[config.mk]
export PLATFORM = sky130hd
export DESIGN_NAME = scalar_sdr_encoder
export DESIGN_NICKNAME = d
export VERILOG_FILES = /design/src/sv/ssdr_pkg.sv /design/src/sv/ssdr_divider.sv /design/src/sv/ssdr_csr.sv /design/src/sv/scalar_sdr_encoder.sv
export SDC_FILE = /design/constraint.sdc
export NUM_CORES = 2
export LEC_CHECK = 0
export BUFFER_PORTS_ARGS = -buffer_cell sky130_fd_sc_hd__buf_2
export CORE_MARGIN = 2
export CORE_UTILIZATION = 40
export DETAILED_ROUTE_END_ITERATION = 10
export MAX_ROUTING_LAYER = met4
export PLACE_DENSITY = 0.66
export SYNTH_ARGS = -nofsm -noshare
export SYNTH_HDL_FRONTEND = slang
export SYNTH_SLANG_ARGS = --single-unit
[constraint.sdc]
create_clock -name clock -period 19.43 [get_ports clock]
set_input_delay 0.9715 -clock clock [delete_from_list [all_inputs] [get_ports clock]]
set_output_delay 0.9715 -clock clock [all_outputs]
set_load 0.03 [all_outputs]
[src/sv/ssdr_pkg.sv]
// Shared types and constants for the scalar SDR encoder.
// Holds register indexes, reset values, the config struct and the control states.
// No dependencies.
package ssdr_pkg;

   // defaults for the top level parameters
   localparam int DEF_MAX_ACTIVE_CELLS = 32;
   localparam int DEF_CELL_INDEX_BITS  = 16;

   // fixed field widths
   localparam int SAMPLE_BITS = 32;
   localparam int STEP_BITS   = 31;
   localparam int CELLS_BITS  = 6;
   localparam int RANGE_BITS  = 13;
   localparam int IDX_BITS    = 16;
   localparam int CSR_IDX_BITS = 3;

   // register indexes
   localparam logic [CSR_IDX_BITS-1:0] CSR_MIN_VALUE    = 3'd0;
   localparam logic [CSR_IDX_BITS-1:0] CSR_MAX_VALUE    = 3'd1;
   localparam logic [CSR_IDX_BITS-1:0] CSR_STEP_SIZE    = 3'd2;
   localparam logic [CSR_IDX_BITS-1:0] CSR_ACTIVE_CELLS = 3'd3;
   localparam logic [CSR_IDX_BITS-1:0] CSR_ACTIVE_RANGE = 3'd4;

   // register reset values
   localparam logic signed [SAMPLE_BITS-1:0] RST_MIN_VALUE    = 32'sd0;
   localparam logic signed [SAMPLE_BITS-1:0] RST_MAX_VALUE    = 32'sd65536;
   localparam logic [STEP_BITS-1:0]          RST_STEP_SIZE    = 31'd256;
   localparam logic [CELLS_BITS-1:0]         RST_ACTIVE_CELLS = 6'd4;
   localparam logic [RANGE_BITS-1:0]         RST_ACTIVE_RANGE = 13'd16;

   // effective configuration, special cases already resolved
   typedef struct packed {
      logic signed [SAMPLE_BITS-1:0] lo;
      logic signed [SAMPLE_BITS-1:0] hi;
      logic [STEP_BITS-1:0]          step;
      logic [RANGE_BITS-1:0]         range;
   } cfg_type;

   typedef enum logic [3:0] {
      ST_IDLE,
      ST_QDIV,
      ST_RNG,
      ST_RDIV,
      ST_CELL,
      ST_CDIV,
      ST_MBS,
      ST_MDIV,
      ST_BASE,
      ST_EMIT
   } state_type;

endpackage

[src/sv/ssdr_divider.sv]
// Bit-serial restoring divider, one quotient bit per cycle.
// Depends on nothing; used by the encoder top level.
module ssdr_divider #(
   parameter int DVD_BITS = 32,
   parameter int DVS_BITS = 31
) (
   input  logic                clock,
   input  logic                reset,
   input  logic                start,
   input  logic [DVD_BITS-1:0] dividend,
   input  logic [DVS_BITS-1:0] divisor,
   output logic                busy,
   output logic [DVD_BITS-1:0] quotient,
   output logic [DVS_BITS-1:0] remainder
);

   localparam int CNT_BITS = $clog2(DVD_BITS + 1);

   logic                busy_ff, busy_in;
   logic [CNT_BITS-1:0] count_ff, count_in;
   logic [DVD_BITS-1:0] quo_ff, quo_in;
   logic [DVS_BITS-1:0] rem_ff, rem_in;
   logic [DVS_BITS-1:0] dvs_ff, dvs_in;

   logic [DVS_BITS:0] trial;
   logic [DVS_BITS:0] trial_sub;
   logic              fits;

   // one trial subtraction per cycle
   always_comb begin
      trial     = {rem_ff, quo_ff[DVD_BITS-1]};
      fits      = (trial >= {1'b0, dvs_ff});
      trial_sub = trial - {1'b0, dvs_ff};
   end

   always_comb begin
      busy_in  = busy_ff;
      count_in = count_ff;
      quo_in   = quo_ff;
      rem_in   = rem_ff;
      dvs_in   = dvs_ff;
      if (start) begin
         busy_in  = 1'b1;
         count_in = CNT_BITS'(DVD_BITS);
         quo_in   = dividend;
         rem_in   = '0;
         dvs_in   = divisor;
      end else if (busy_ff) begin
         quo_in   = {quo_ff[DVD_BITS-2:0], fits};
         rem_in   = fits ? trial_sub[DVS_BITS-1:0] : trial[DVS_BITS-1:0];
         count_in = count_ff - CNT_BITS'(1);
         if (count_ff == CNT_BITS'(1)) begin
            busy_in = 1'b0;
         end
      end
   end

   always_ff @(posedge clock) begin
      if (reset) begin
         busy_ff  <= 1'b0;
         count_ff <= '0;
      end else begin
         busy_ff  <= busy_in;
         count_ff <= count_in;
      end
   end

   always_ff @(posedge clock) begin
      quo_ff <= quo_in;
      rem_ff <= rem_in;
      dvs_ff <= dvs_in;
   end

   assign busy      = busy_ff;
   assign quotient  = quo_ff;
   assign remainder = rem_ff;

endmodule

[src/sv/ssdr_csr.sv]
// Configuration registers of the encoder and their effective values.
// Depends on ssdr_pkg.
module ssdr_csr
   import ssdr_pkg::*;
#(
   parameter int MAX_ACTIVE_CELLS = DEF_MAX_ACTIVE_CELLS,
   localparam int CNT_W = $clog2(MAX_ACTIVE_CELLS + 1)
) (
   input  logic                    clock,
   input  logic                    reset,
   input  logic                    csr_valid,
   output logic                    csr_ready,
   input  logic [CSR_IDX_BITS-1:0] csr_index,
   input  logic [31:0]             csr_data,
   output cfg_type                 cfg,
   output logic [CNT_W-1:0]        cells_eff
);

   logic signed [SAMPLE_BITS-1:0] min_ff, min_in;
   logic signed [SAMPLE_BITS-1:0] max_ff, max_in;
   logic [STEP_BITS-1:0]          step_ff, step_in;
   logic [CELLS_BITS-1:0]         cells_ff, cells_in;
   logic [RANGE_BITS-1:0]         range_ff, range_in;

   assign csr_ready = 1'b1;

   // register write decode; indexes beyond the list are dropped
   always_comb begin
      min_in   = min_ff;
      max_in   = max_ff;
      step_in  = step_ff;
      cells_in = cells_ff;
      range_in = range_ff;
      if (csr_valid) begin
         unique case (csr_index)
            CSR_MIN_VALUE:    min_in   = csr_data;
            CSR_MAX_VALUE:    max_in   = csr_data;
            CSR_STEP_SIZE:    step_in  = csr_data[STEP_BITS-1:0];
            CSR_ACTIVE_CELLS: cells_in = csr_data[CELLS_BITS-1:0];
            CSR_ACTIVE_RANGE: range_in = csr_data[RANGE_BITS-1:0];
            default: ;
         endcase
      end
   end

   always_ff @(posedge clock) begin
      if (reset) begin
         min_ff   <= RST_MIN_VALUE;
         max_ff   <= RST_MAX_VALUE;
         step_ff  <= RST_STEP_SIZE;
         cells_ff <= RST_ACTIVE_CELLS;
         range_ff <= RST_ACTIVE_RANGE;
      end else begin
         min_ff   <= min_in;
         max_ff   <= max_in;
         step_ff  <= step_in;
         cells_ff <= cells_in;
         range_ff <= range_in;
      end
   end

   // effective values: inverted bounds, zero step, zero range, cell count limits
   always_comb begin
      cfg.lo    = min_ff;
      cfg.hi    = (max_ff < min_ff) ? min_ff : max_ff;
      cfg.step  = (step_ff == '0) ? STEP_BITS'(1) : step_ff;
      cfg.range = (range_ff == '0) ? RANGE_BITS'(1) : range_ff;
      if (cells_ff == '0) begin
         cells_eff = CNT_W'(1);
      end else if (int'(cells_ff) > MAX_ACTIVE_CELLS) begin
         cells_eff = CNT_W'(MAX_ACTIVE_CELLS);
      end else begin
         cells_eff = CNT_W'(cells_ff);
      end
   end

endmodule

[src/sv/scalar_sdr_encoder.sv]
// Scalar SDR encoder: one signed Q16.16 sample in, one transaction out per active cell.
// A sample passes through a bit-serial quantizing division, then three passes of a
// second serial divider (index by range, remainder by cell count, spread by minor bin
// size), with a setup state before each pass and one before the output, and one output
// transaction per cycle while the result side does not stall. The minor bin size is
// computed by a third small divider alongside the first division. A new sample is taken
// once the last cell of the previous one has entered the output register.
// Depends on ssdr_pkg, ssdr_csr and ssdr_divider.
module scalar_sdr_encoder
   import ssdr_pkg::*;
#(
   parameter int MAX_ACTIVE_CELLS = DEF_MAX_ACTIVE_CELLS,
   parameter int CELL_INDEX_BITS  = DEF_CELL_INDEX_BITS
) (
   input  logic                          clock,
   input  logic                          reset,
   // configuration
   input  logic                          csr_valid,
   output logic                          csr_ready,
   input  logic [CSR_IDX_BITS-1:0]       csr_index,
   input  logic [31:0]                   csr_data,
   // sample input
   input  logic                          req_valid,
   output logic                          req_stall,
   input  logic signed [SAMPLE_BITS-1:0] req_sample_value,
   // cell output
   output logic                          rsp_valid,
   input  logic                          rsp_stall,
   output logic [CELL_INDEX_BITS-1:0]    rsp_cell_index,
   output logic [IDX_BITS-1:0]           rsp_step_index,
   output logic signed [SAMPLE_BITS-1:0] rsp_quantized_value,
   output logic                          rsp_clamped,
   output logic                          rsp_last_cell
);

   localparam int CNT_W   = $clog2(MAX_ACTIVE_CELLS + 1);
   localparam int KMB_W   = RANGE_BITS + CNT_W;
   localparam int SUM_W   = 32;
   localparam int PROD_W  = IDX_BITS + 1 + RANGE_BITS;
   localparam int QPROD_W = IDX_BITS + STEP_BITS;
   localparam logic [SUM_W-1:0] CELL_MAX = SUM_W'((64'd1 << CELL_INDEX_BITS) - 64'd1);

   cfg_type          cfg;
   logic [CNT_W-1:0] cells_eff;

   ssdr_csr #(.MAX_ACTIVE_CELLS(MAX_ACTIVE_CELLS)) u_csr (
      .clock     (clock),
      .reset     (reset),
      .csr_valid (csr_valid),
      .csr_ready (csr_ready),
      .csr_index (csr_index),
      .csr_data  (csr_data),
      .cfg       (cfg),
      .cells_eff (cells_eff)
   );

   state_type state_ff, state_in;

   logic req_take;
   logic rsp_load;
   logic start_q, start_b;

   // quantizer divider
   logic [SAMPLE_BITS-1:0] q_quo;
   logic [STEP_BITS-1:0]   q_rem;
   logic                   q_busy;
   // minor bin size divider
   logic [RANGE_BITS-1:0]  m_quo;
   logic [CNT_W-1:0]       m_rem;
   logic                   m_busy;
   // shared small divider
   logic [IDX_BITS-1:0]    b_dvd, b_quo;
   logic [RANGE_BITS-1:0]  b_dvs, b_rem;
   logic                   b_busy;

   // sample clamp
   logic signed [SAMPLE_BITS-1:0] s_clamp;
   logic                          s_out;
   logic [SAMPLE_BITS:0]          s_diff;

   always_comb begin
      s_out   = 1'b0;
      s_clamp = req_sample_value;
      if (req_sample_value < cfg.lo) begin
         s_clamp = cfg.lo;
         s_out   = 1'b1;
      end else if (req_sample_value > cfg.hi) begin
         s_clamp = cfg.hi;
         s_out   = 1'b1;
      end
      s_diff = {s_clamp[SAMPLE_BITS-1], s_clamp} - {cfg.lo[SAMPLE_BITS-1], cfg.lo};
   end

   ssdr_divider #(.DVD_BITS(SAMPLE_BITS), .DVS_BITS(STEP_BITS)) u_qdiv (
      .clock     (clock),
      .reset     (reset),
      .start     (start_q),
      .dividend  (s_diff[SAMPLE_BITS-1:0]),
      .divisor   (cfg.step),
      .busy      (q_busy),
      .quotient  (q_quo),
      .remainder (q_rem)
   );

   ssdr_divider #(.DVD_BITS(RANGE_BITS), .DVS_BITS(CNT_W)) u_mdiv (
      .clock     (clock),
      .reset     (reset),
      .start     (start_q),
      .dividend  (cfg.range),
      .divisor   (cells_eff),
      .busy      (m_busy),
      .quotient  (m_quo),
      .remainder (m_rem)
   );

   ssdr_divider #(.DVD_BITS(IDX_BITS), .DVS_BITS(RANGE_BITS)) u_bdiv (
      .clock     (clock),
      .reset     (reset),
      .start     (start_b),
      .dividend  (b_dvd),
      .divisor   (b_dvs),
      .busy      (b_busy),
      .quotient  (b_quo),
      .remainder (b_rem)
   );

   // per-sample registers
   logic                   clamped_ff, at_hi_ff;
   logic [IDX_BITS-1:0]    idx_ff;
   logic [SAMPLE_BITS-1:0] quant_ff;
   logic [RANGE_BITS-1:0]  mbs_ff;
   logic [IDX_BITS-1:0]    major_ff;
   logic [RANGE_BITS-1:0]  rem_ff, a_ff, d_ff, m_ff, inc1_ff;
   logic [CNT_W-1:0]       b_ff, k_ff;
   logic [KMB_W-1:0]       kmbs_ff;
   logic [PROD_W-1:0]      prod_ff;

   // output register
   logic                          rsp_valid_ff, rsp_valid_in;
   logic [CELL_INDEX_BITS-1:0]    cell_ff;
   logic [IDX_BITS-1:0]           step_out_ff;
   logic signed [SAMPLE_BITS-1:0] quant_out_ff;
   logic                          clamped_out_ff, last_ff;

   logic                   busy_any;
   logic                   last_k;
   logic [SAMPLE_BITS-1:0] idx_adj;
   logic [QPROD_W-1:0]     qprod;
   logic [RANGE_BITS-1:0]  m_plus1;
   logic [RANGE_BITS-1:0]  sel_lo;
   logic [SUM_W-1:0]       cell_sum;

   assign busy_any = q_busy | m_busy;
   assign last_k   = ((k_ff + CNT_W'(1)) == cells_eff);
   assign rsp_load = (state_ff == ST_EMIT) && (!rsp_valid_ff || !rsp_stall);

   // next state
   always_comb begin
      state_in = state_ff;
      unique case (state_ff)
         ST_IDLE: if (req_valid) state_in = ST_QDIV;
         ST_QDIV: if (!busy_any) state_in = ST_RNG;
         ST_RNG:  state_in = ST_RDIV;
         ST_RDIV: if (!b_busy) state_in = ST_CELL;
         ST_CELL: state_in = ST_CDIV;
         ST_CDIV: if (!b_busy) state_in = ST_MBS;
         ST_MBS:  state_in = ST_MDIV;
         ST_MDIV: if (!b_busy) state_in = ST_BASE;
         ST_BASE: state_in = ST_EMIT;
         ST_EMIT: if (rsp_load && last_k) state_in = ST_IDLE;
         default: state_in = ST_IDLE;
      endcase
   end

   // control outputs
   always_comb begin
      req_stall = 1'b1;
      start_q   = 1'b0;
      start_b   = 1'b0;
      b_dvd     = idx_ff;
      b_dvs     = cfg.range;
      unique case (state_ff)
         ST_IDLE: begin
            req_stall = 1'b0;
            start_q   = req_valid;
         end
         ST_RNG: begin
            start_b = 1'b1;
         end
         ST_CELL: begin
            start_b = 1'b1;
            b_dvd   = IDX_BITS'(rem_ff);
            b_dvs   = RANGE_BITS'(cells_eff);
         end
         ST_MBS: begin
            start_b = 1'b1;
            b_dvd   = IDX_BITS'(a_ff);
            b_dvs   = mbs_ff;
         end
         default: ;
      endcase
   end

   assign req_take = (state_ff == ST_IDLE) && req_valid;

   always_ff @(posedge clock) begin
      if (reset) begin
         state_ff <= ST_IDLE;
      end else begin
         state_ff <= state_in;
      end
   end

   // step index adjust and quantized value
   always_comb begin
      idx_adj = (at_hi_ff && (q_quo != '0)) ? (q_quo - SAMPLE_BITS'(1)) : q_quo;
      qprod   = QPROD_W'(idx_ff) * QPROD_W'(cfg.step);
      m_plus1 = m_ff + RANGE_BITS'(1);
   end

   // cell index: base of the major and minor bin plus offset of cell k
   always_comb begin
      sel_lo   = (k_ff < b_ff) ? inc1_ff : m_ff;
      cell_sum = SUM_W'(prod_ff) + SUM_W'(sel_lo) + SUM_W'(kmbs_ff);
   end

   // datapath registers per state
   always_ff @(posedge clock) begin
      if (req_take) begin
         clamped_ff <= s_out;
         at_hi_ff   <= (s_clamp == cfg.hi);
      end
      if ((state_ff == ST_QDIV) && !busy_any) begin
         idx_ff <= (|idx_adj[SAMPLE_BITS-1:IDX_BITS]) ? '1 : idx_adj[IDX_BITS-1:0];
         mbs_ff <= (m_quo == '0) ? RANGE_BITS'(1) : m_quo;
      end
      if (state_ff == ST_RNG) begin
         quant_ff <= (|qprod[QPROD_W-1:SAMPLE_BITS-1]) ? 32'h7FFF_FFFF
                                                        : qprod[SAMPLE_BITS-1:0];
      end
      if ((state_ff == ST_RDIV) && !b_busy) begin
         major_ff <= b_quo;
         rem_ff   <= b_rem;
      end
      if ((state_ff == ST_CDIV) && !b_busy) begin
         a_ff <= b_quo[RANGE_BITS-1:0];
         b_ff <= b_rem[CNT_W-1:0];
      end
      if ((state_ff == ST_MDIV) && !b_busy) begin
         d_ff <= b_quo[RANGE_BITS-1:0];
         m_ff <= b_rem;
      end
      if (state_ff == ST_BASE) begin
         prod_ff <= PROD_W'((PROD_W'(major_ff) + PROD_W'(d_ff)) * PROD_W'(cfg.range));
         inc1_ff <= (m_plus1 == mbs_ff) ? cfg.range : m_plus1;
         k_ff    <= '0;
         kmbs_ff <= '0;
      end
      if (rsp_load) begin
         k_ff    <= k_ff + CNT_W'(1);
         kmbs_ff <= kmbs_ff + KMB_W'(mbs_ff);
      end
   end

   // output register
   always_comb begin
      rsp_valid_in = rsp_valid_ff;
      if (rsp_load) begin
         rsp_valid_in = 1'b1;
      end else if (!rsp_stall) begin
         rsp_valid_in = 1'b0;
      end
   end

   always_ff @(posedge clock) begin
      if (reset) begin
         rsp_valid_ff <= 1'b0;
      end else begin
         rsp_valid_ff <= rsp_valid_in;
      end
   end

   always_ff @(posedge clock) begin
      if (rsp_load) begin
         cell_ff        <= (cell_sum > CELL_MAX) ? '1 : cell_sum[CELL_INDEX_BITS-1:0];
         step_out_ff    <= idx_ff;
         quant_out_ff   <= quant_ff;
         clamped_out_ff <= clamped_ff;
         last_ff        <= last_k;
      end
   end

   assign rsp_valid           = rsp_valid_ff;
   assign rsp_cell_index      = cell_ff;
   assign rsp_step_index      = step_out_ff;
   assign rsp_quantized_value = quant_out_ff;
   assign rsp_clamped         = clamped_out_ff;
   assign rsp_last_cell       = last_ff;

endmodule
==> flow_metrics.tcl <==
set metrics [dict create \
    fin_skew_ns 0.0564 \
    synth_commonest_cells "875 x nand2_1, 741 x inv_1, 589 x fa_1" \
    holdPathEnd "rsp_quantized_value[21]$_DFFE_PP_" \
    synth_area_leaders "fa_1 21%, edfxtp_1 21%, ha_1 9.8%" \
    overflow 0 \
    p_sw_w 0.00263 \
    synthMuxAreaShare_pct 1.86 \
    cts_resized 0 \
    yosysWarnings 0 \
    synth_compound_area_share_pct 11.5 \
    hold_depth 0 \
    hpwl_mm 117 \
    cts_sinks 569 \
    antenna_found_initial 12 \
    fin_nets 7055 \
    p_sw_share_pct 42.6 \
    start_util_pct 40.4 \
    slew_violations 0 \
    max_stage_delay_ns 0.93 \
    end_kind "register" \
    arrival_ns 10.68 \
    routedWlPerCell_um 20.1 \
    synthesis.nets 7094 \
    row_count 136 \
    reg2reg_slack_ns 9.15 \
    crit_fanout 61 \
    status "completed" \
    synth_top_family_by_area "adder cells" \
    register_area_um2 15200 \
    viasPerCell 5.51 \
    dr.first_iter.drc_count 3539 \
    power.total_w 0.00617 \
    async_flop_share_pct 0 \
    p_clk_share_pct 21.2 \
    critPathRequiredTime_ns 19.83 \
    reg2reg_depth 34 \
    p_per_area_nw_per_um2 102 \
    track_usage_pct 22.9 \
    post_cts_buffers 0 \
    tightest_slew_ns 1.17 \
    yosysSeqAreaShare_pct 27.3 \
    clockBufferDepth 3 \
    r2r_end "u_qdiv.quotient[30]$_DFFE_PP_" \
    timing.slew.headroom_pct 21.6 \
    finalSetupTns_ns 0 \
    synthAdderAreaFrac_pct 30.9 \
    grt_pass1_wl_mm 246 \
    setup_violations 0 \
    rsz0062_at_grt "no" \
    die_x_um 377 \
    die_h_um 377 \
    fillers 13200 \
    fp.dieArea_um2 142000 \
    vias 43100 \
    wl_mm 157 \
    multiInputGateArea_um2 36500 \
    start_kind "register" \
    place_congestion 0.990 \
    synth_most_common_cell "nand2_1" \
    numCtsBuffers 68 \
    critPathSlowestCell "and2_1" \
    post-route-period-util_pct 52.9 \
    h-tree-depth 3 \
    cts_tree "built" \
    p_seq_share_pct 31.0 \
    hold_viol_final 0 \
    drv_cap 0 \
    cts_hold_buf 0 \
    power_frac_comb_pct 47.8 \
    p_int_w 0.00354 \
    ios 141 \
    postLayoutCoreUtil_pct 43.8 \
    dp.cells 7683 \
    synth-edff-count 382 \
    synthXorXnorAreaFrac_pct 4.35 \
    yosys.area_share.simple_pct 16.8 \
    avgSynthCellArea_um2 9.29 \
    r2r_start "u_csr.min_ff[1]$_SDFFE_PP0P_" \
    ys.flop_type "edfxtp_1" \
    drive_gt1_share_pct 7.07 \
    synth_cell_types 106 \
    firstDrtPassIters 6 \
    clock-root-buffer "clkbuf_16" \
    synthCells 5998 \
    final_cells 7815 \
    portBuffers 139 \
    synth-seq-cells 569 \
    p_leak_nw 25.3 \
    synth_area_um2 55700 \
    detail-route-antenna-nets 0 \
    grt_max_degree 85 \
    hp-class "register to register" \
    synth_top_area_share_pct 21.2 \
    worstHoldStart "quant_ff[21]$_SDFFCE_PP1P_" \
    max-vdd-ir-drop_uv 87.7 \
    core-area_um2 138000 \
    fmax_ghz 0.0973 \
    clk_pin_slew_worst_paths_ns 0.06 \
    drc 0 \
    grt_pass1_vias 43000 \
    area_growth_syn_to_layout_pct 8.32 \
    critical_path_class "register to register" \
    synth_top_area_cell "fa_1" \
    min_period_ns 10.28 \
    clock_latency_ns 0.71 \
]
## power by group through the flow
stage | sequential, W | clock [W] | combinational (W)
after floorplan | 0.00184 | 0 | 0.00225
after global placement | 0.00192 | 0 | 0.00287
after detailed placement | 0.00193 | 0 | 0.00292
after CTS | 0.00191 | 0.00134 | 0.00294
after global routing | 0.00194 | 0.00138 | 0.00332
final | 0.00191 | 0.00131 | 0.00295
## registers in the layout, summed over array words and instances (netlist names), 16 cells and up
register,cells
rsp_step_index,16
u_bdiv.quotient,16
quant_ff,32
major_ff,16
u_qdiv.remainder,31
idx_ff,16
u_csr.max_ff,32
u_csr.min_ff,32
kmbs_ff,19
u_qdiv.dvs_ff,31
u_qdiv.quotient,32
u_csr.step_ff,31
rsp_quantized_value,32
prod_ff,30
rsp_cell_index,16
## how the worst max path moves through the flow
stage	startpoint	endpoint	slack (ns)	cells past startpoint
6_report	u_csr.min_ff[1]$_SDFFE_PP0P_	u_qdiv.quotient[30]$_DFFE_PP_	9.15	34
3_5_place_dp	u_csr.min_ff[1]$_SDFFE_PP0P_	u_qdiv.quotient[30]$_DFFE_PP_	9.66	34
3_3_place_gp	u_csr.min_ff[1]$_SDFFE_PP0P_	u_qdiv.quotient[30]$_DFFE_PP_	9.67	34
4_1_cts	u_csr.min_ff[1]$_SDFFE_PP0P_	u_qdiv.quotient[30]$_DFFE_PP_	9.55	34
5_1_grt	u_csr.min_ff[14]$_SDFFE_PP0P_	u_qdiv.quotient[30]$_DFFE_PP_	8.60	34
2_1_floorplan	u_csr.step_ff[7]$_SDFFE_PP0P_	quant_ff[29]$_SDFFCE_PP1P_	11.76	28
## worst max-delay path, delay by kind of cell (launching register included)
| kind | cells | cell delay [ns] |
|---|---|---|
| multiplexers | 3 | 0.71 |
| AO/OA/AOI/OAI | 13 | 3.83 |
| buffers and inverters | 4 | 1.05 |
| AND/OR/NAND/NOR | 10 | 2.61 |
| adder cells (fa/ha/maj) | 4 | 1.20 |
| flip-flops | 1 | 0.53 |
## through the flow
stage	cell area [um^2]	hold WS, ns	worst slack, ns
2_1_floorplan	55700	0.400	11.76
3_3_place_gp	58100	0.402	9.67
3_5_place_dp	58100	0.405	9.66
4_1_cts	60300	0.408	9.55
5_1_grt	60400	0.409	8.60
6_report	60400	0.410	9.15
## final cells by class
| cell class | count | share of cell area (%) |
|---|---|---|
| antenna | 6 | 0.0249 |
| clock buffer | 79 | 2.90 |
| clock inverter | 47 | 0.865 |
| inverter | 742 | 4.62 |
| multi-input combinational | 4362 | 60.5 |
| sequential | 569 | 25.2 |
| tap | 1794 | 3.72 |
| timing repair buffer | 216 | 2.11 |
## routing by layer
| metal | up-vias | share of wire, % | track usage [%] |
|---|---|---|---|
| li1 | 19900 | - | - |
| met1 | 21500 | 43 | 30.4 |
| met2 | 1482 | 46 | 35.6 |
| met3 | 273 | 7.9 | 4.09 |
| met4 | 0 | 3.2 | 7.11 |
| met5 | - | 0 | - |
## layout by cell type (no fill, tap or decap), drive strengths merged, types with 13 or more instances in the layout
cell type / netlist / final
o211ai: 59 / 59
nand3b: 16 / 16
a21boi: 14 / 14
nor4: 45 / 45
nand3: 99 / 99
fa: 589 / 589
and3: 29 / 29
nand4: 49 / 49
o21a: 33 / 33
or3: 20 / 20
a21o: 65 / 65
a31oi: 20 / 20
nand2b: 58 / 58
a21oi: 359 / 359
inv: 741 / 745
xnor2: 157 / 157
xor2: 120 / 120
o21bai: 23 / 23
and2: 336 / 336
mux2i: 75 / 75
edfxtp: 382 / 382
mux2: 25 / 25
nor3: 77 / 77
clkinv: 1 / 37
o2111ai: 13 / 13
clkbuf: 294 / 79
nor2: 209 / 209
ha: 435 / 435
dfxtp: 187 / 187
nand2: 882 / 882
nor2b: 49 / 49
o21ai: 268 / 268
a211oi: 42 / 42
buf: 31 / 216
## cells by family after synthesis
group / after synthesis
AOI/OAI and AO/OA: 1027
xor gates and xnor gates: 277
adders and majority gates: 1024
buffers and inverters: 1067
DFF: 569
muxes: 100
other: 2
and+or+nand+nor: 1932
Note: power is estimated with default switching activity, not from simulation.
